[src/sv/sel_pkg.sv]
package sel_pkg;

  localparam int unsigned MAX_LOCATIONS = 4096;
  localparam int unsigned MAX_ELEMENTS  = 16;
  localparam int unsigned VALUE_SLOTS   = 16384;
  localparam int unsigned VALUE_WIDTH   = 32;

  localparam int unsigned MASK_WORDS = (MAX_LOCATIONS + 63) / 64;
  localparam int unsigned WORD_W     = $clog2(MASK_WORDS);
  localparam int unsigned LOC_W      = $clog2(MAX_LOCATIONS);
  localparam int unsigned CNT_W      = $clog2(MAX_LOCATIONS + 1);
  localparam int unsigned ELEM_W     = $clog2(MAX_ELEMENTS + 1);
  localparam int unsigned Q_W        = (MAX_ELEMENTS > 1) ? $clog2(MAX_ELEMENTS) : 1;
  localparam int unsigned QC_W       = (Q_W > 1) ? $clog2(Q_W) : 1;
  localparam int unsigned Z_W        = $clog2(MAX_LOCATIONS * MAX_ELEMENTS);
  localparam int unsigned DV_W       = CNT_W + Q_W;
  localparam int unsigned TOT_W      = CNT_W + ELEM_W;
  localparam int unsigned DCMP_W     = (TOT_W > 17) ? TOT_W : 17;
  localparam int unsigned PROD_W     = LOC_W + ELEM_W;
  localparam int unsigned SLOT_W     = $clog2(VALUE_SLOTS);

  typedef enum logic [1:0] {
    ACT_MASK  = 2'd0,
    ACT_VALUE = 2'd1,
    ACT_QUERY = 2'd2,
    ACT_NONE  = 2'd3
  } action_e;

  typedef enum logic {
    CFG_LOC_COUNT  = 1'b0,
    CFG_ELEM_COUNT = 1'b1
  } cfg_idx_e;

  typedef struct packed {
    logic              we;
    logic [WORD_W-1:0] waddr;
    logic [63:0]       wdata;
    logic [WORD_W-1:0] raddr;
  } mask_req_t;

  function automatic logic [6:0] popcount64(input logic [63:0] w);
    logic [6:0] n;
    n = '0;
    for (int i = 0; i < 64; i++) begin
      n = n + 7'(w[i]);
    end
    return n;
  endfunction

endpackage

[src/sv/sel_mask_store.sv]
module sel_mask_store (
  input  logic               clk_i,
  input  logic               rst_ni,
  input  sel_pkg::mask_req_t req_i,
  output logic [63:0]        rdata_o
);
  import sel_pkg::*;

  logic [63:0]           mem [MASK_WORDS];
  logic [MASK_WORDS-1:0] vld_q;
  logic [63:0]           rd_q;
  logic                  rd_vld_q;

  always_ff @(posedge clk_i) begin
    if (req_i.we) begin
      mem[req_i.waddr] <= req_i.wdata;
    end
    rd_q <= mem[req_i.raddr];
  end

  always_ff @(posedge clk_i or negedge rst_ni) begin
    if (!rst_ni) begin
      vld_q    <= '0;
      rd_vld_q <= 1'b0;
    end else begin
      if (req_i.we) begin
        vld_q[req_i.waddr] <= 1'b1;
      end
      rd_vld_q <= vld_q[req_i.raddr];
    end
  end

  assign rdata_o = rd_vld_q ? rd_q : '0;

endmodule

[config.mk]
export PLATFORM = sky130hd
export DESIGN_NAME = sel_mask_store
export DESIGN_NICKNAME = d
export VERILOG_FILES = /design/src/sv/sel_pkg.sv /design/src/sv/sel_mask_store.sv
export SDC_FILE = /design/constraint.sdc
export NUM_CORES = 2
export LEC_CHECK = 0
export ABC_CLOCK_PERIOD_IN_PS = 1800
export BUFFER_PORTS_ARGS = -buffer_cell sky130_fd_sc_hd__buf_4
export CORE_UTILIZATION = 60
export DETAILED_ROUTE_END_ITERATION = 16
export PLACE_DENSITY_LB_ADDON = 0.12
export RECOVER_POWER = 100
export SYNTH_ARGS = -nofsm -noshare
export SYNTH_HDL_FRONTEND = slang
export SYNTH_SLANG_ARGS = --single-unit
[constraint.sdc]
create_clock -name clk_i -period 1.8 [get_ports clk_i]
set_input_delay 0.36 -clock clk_i [delete_from_list [all_inputs] [get_ports clk_i]]
set_output_delay 0.36 -clock clk_i [all_outputs]
set_load 0.02 [all_outputs]
==> impl_metrics.csv <==
group,metric,value,unit
status,status,"complete, but fails checks",
status,violations,"max-capacitance violations, max-slew violations, negative setup slack",
synth,synthArstFlopShare,1.538,%
setup_path,worstSetupEndpointType,"output port",
timing,hold_viol,0,
setup_path,worstRegToRegCells,5,
worst_hold_path,hold_end,"mem[59][22]",
final_layout,utilization,71.34,%
setup_path,critPathArrivalTime,2.07,ns
setup_path,reg2reg_to,"rd_q[20]",
synth,synth_mux_area_share,15.32,%
synth,yosysTopAreaCellShare,77.53,%
final_layout,multi_input_area,31410,µm²
global_routing,grt_util_all_layers,33.21,%
final_layout,final_nets,8198,
timing,rsz0062_at_grt,"true",
synth,avgSynthCellArea,23.51,µm²
synth,synthTopCellsByArea,"edfxtp_1, mux4_2, a22oi_1",
timing,slew_viol_final,73,
final_layout,final-seq-area,125900,µm²
setup_path,rrSetupSlack,-0.03,ns
floorplan,die_h,516.2,µm
synth,synthSimpleGateAreaFrac,1.444,%
synth,synthFlopType,"edfxtp_1",
clock_network,cts.path.max_buffers,4,
worst_hold_path,worstHoldStart,"req_i[72]",
detailed_routing,wl_per_cell,36.49,µm
synth,synth-seq-cells,4225,
worst_hold_path,hold_class,"primary input to flop",
clock_network,path_clk_slew,0.06,ns
timing,clock.fmax,410.8,MHz
place,preCtsSetupSlack,-0.9958,ns
setup_path,start_kind,"flop",
synth,yosysSeqAreaShare,79.36,%
synth,synth_warnings,0,
floorplan,dieWidth,516.2,µm
global_routing,antenna_found_initial,26,
final_layout,fillers,15360,
place,dpl.cell_count,11160,
pwr,vdd_drop_max,1.008,mV
global_routing,grt_pass1_wl,612400,µm
clock_network,cts_htree_levels,5,
detailed_routing,num_vias,81410,
timing,skew,0.05077,ns
setup_path,reg2reg_from,"mem[39][20]",
synth,synth_top_family_by_area,"multiplexers",
detailed_routing,wl,437500,µm
synth,synth_edf_count,4096,
clock_network,cts_buffers,409,
timing,relSlewSlack,-14.82,%
global_routing,gr-total-overflow,0,
place,portBuffers,142,
final_layout,stdcell_count,11990,
place,postPlaceCellArea,177100,µm²
final_layout,fin_area,187400,µm²
clock_network,cts-root-buf,"clkbuf_16",
global_routing,grt_pass1_vias,81790,
detailed_routing,drtAntennaViolNets,0,
synth,synth_compound_gate_area_share,2.648,%
timing,worst_slack,-0.6344,ns
detailed_routing,dr.first_iter.drc_count,11430,
synth,synth_cells,6749,
clock_network,clock_latency,0.96,ns
pwr,leakage,0.06100,µW
timing,fin_crit,2.434,ns
pwr,p_per_area,1113,nW/µm²
timing,period_share,135.2,%
detailed_routing,dr.pass1.iters,6,
synth,synth_xor_area_share,0,%
worst_hold_path,holdPathStages,6,
final_layout,layout-drive-gt1-share,35.03,%
floorplan,core,262700,µm²
timing,finalSetupViolCount,1206,
setup_path,worst-path-max-fanout,12,
place,gp_congestion,0.8758,
clock_network,post_cts_buffers,0,
setup_path,crit_required,1.44,ns
floorplan,rows,188,
synth,synth_cell_types,32,
synth,syn-num-nets,6828,
final_layout,syn_to_final_growth,18.15,%
place,dp.final_hpwl,281200,µm
clock_network,cts.sinks,4225,
global_routing,grt_max_degree,65,
detailed_routing,drc_errors,0,
timing,worst_pin_slew,1.722,ns
floorplan,initial_utilization,60.38,%
synth,synth_fa_ha_area_share,0,%
synth,syn_area,158600,µm²
clock_network,tritoncts,"built",
flow_run,maxCapViolCount,3,
floorplan,ios,143,
detailed_routing,routed_via_density,6.790,
floorplan,die-area,266500,µm²
synth,synth_area_leader_cell,"edfxtp_1",
setup_path,criticalPathCategory,"flop to output port",
==> routing by layer <==
layer / GRT usage (%) / up-vias / routed length (µm)
met5: 0 / - / 30
met4: 11.54 / 4 / 16960
met1: 47.76 / 43340 / 161900
met2: 51.96 / 5336 / 208500
met3: 6.321 / 809 / 50220
li1: - / 31920 / -
==> sequential cells by signal, summed over array words and instances, names as in the netlist <==
name      cells
mem        4096
rd_q         64
rd_vld_q      1
vld_q        64
==> synth_stat cells, types with 66 or more instances <==
cell	instances
clkbuf_1	195
a22oi_1	260
and2_1	67
o22ai_1	130
mux4_2	1040
buf_2	90
edfxtp_1	4096
nand3_1	111
mux2i_1	88
or2_2	67
o221ai_1	66
nor2_1	68
==> timing repair <==
item                                    4_1_cts  5_1_grt
hold endpoints to repair                   4161        0
hold buffers                                 65        0
gates resized for setup                      90       61
pin swaps                                     5       12
endpoints found under the setup margin       91       95
==> stage by stage <==
step                setup TNS, ns  hold slack (ns)  total power (µW)
global route              -154.99           0.1720            213400
finish                    -138.92           0.1652            208600
detailed placement        -599.60           0.3439            123100
CTS                        -40.07         0.002021            209400
global placement          -540.20           0.3394            122900
floorplan                -3449.39          0.06441            117000
==> how the worst max path moves through the flow <==
stage	from	endpoint	slack [ns]	cells past startpoint
detailed placement	req_i[0]	rd_q[50]	-1.0	9
finish	rd_vld_q	rdata_o[8]	-0.63	3
floorplan	req_i[73]	mem[48][0]	-1.21	4
global placement	req_i[0]	rd_q[50]	-1.01	9
global route	rd_vld_q	rdata_o[8]	-0.65	3
CTS	rd_vld_q	rdata_o[8]	-0.68	3
==> cell usage in the layout, fill, tap and decap left out, types with 11 or more instances in the layout <==
| cell | count |
|---|---|
| o21ai_1 | 13 |
| clkinv_2 | 69 |
| buf_4 | 528 |
| o22ai_2 | 14 |
| dlygate4sd3_1 | 65 |
| bufinv_16 | 47 |
| a211o_1 | 16 |
| inv_6 | 11 |
| a31oi_1 | 24 |
| or2_2 | 66 |
| o22ai_1 | 116 |
| o221ai_1 | 65 |
| dfxtp_1 | 64 |
| clkbuf_16 | 411 |
| edfxtp_1 | 4096 |
| o21ai_0 | 17 |
| and2_4 | 34 |
| mux4_2 | 1040 |
| clkinv_1 | 61 |
| and2_1 | 32 |
| a22oi_1 | 255 |
| nor2_4 | 18 |
| clkbuf_2 | 214 |
| nor2b_1 | 28 |
| mux2i_1 | 79 |
| and3_1 | 41 |
| dfrtp_1 | 64 |
| a211oi_1 | 39 |
| buf_12 | 201 |
| nand3_1 | 108 |
| buf_6 | 61 |
| clkbuf_8 | 30 |
| clkbuf_1 | 239 |
| clkbuf_4 | 98 |
| clkinv_4 | 13 |
| clkinvlp_4 | 23 |
| nor2_1 | 50 |
==> logic make-up after synthesis <==
| family | Yosys count |
|---|---|
| AO/OA/AOI/OAI | 585 |
| buffers and inverters | 392 |
| flip-flops | 4225 |
| multiplexers | 1128 |
| AND/OR/NAND/NOR | 419 |
==> worst max-delay path, stage by stage, from the launching register on <==
cell and delay [ns]:
dfrtp_4 0.50, buf_12 0.18, and2_4 0.23, buf_4 0.19
==> power by group <==
group | switching (µW) | internal, µW
clock | 37100 | 50200
combinational | 6530 | 5120
sequential | 633 | 109000
total | 44300 | 164000
==> cell type report <==
| class | instances | share of cell area, % |
|---|---|---|
| diodes | 10 | 0.01335 |
| clock inverters | 240 | 1.469 |
| inverters | 1 | 0.002003 |
| clock buffers | 517 | 5.854 |
| well taps | 3515 | 2.346 |
| flip-flops and latches | 4225 | 67.17 |
| multi-input cells | 2132 | 16.76 |
| repair buffers | 1350 | 6.385 |
Note: power is estimated with default switching activity, not from simulation.
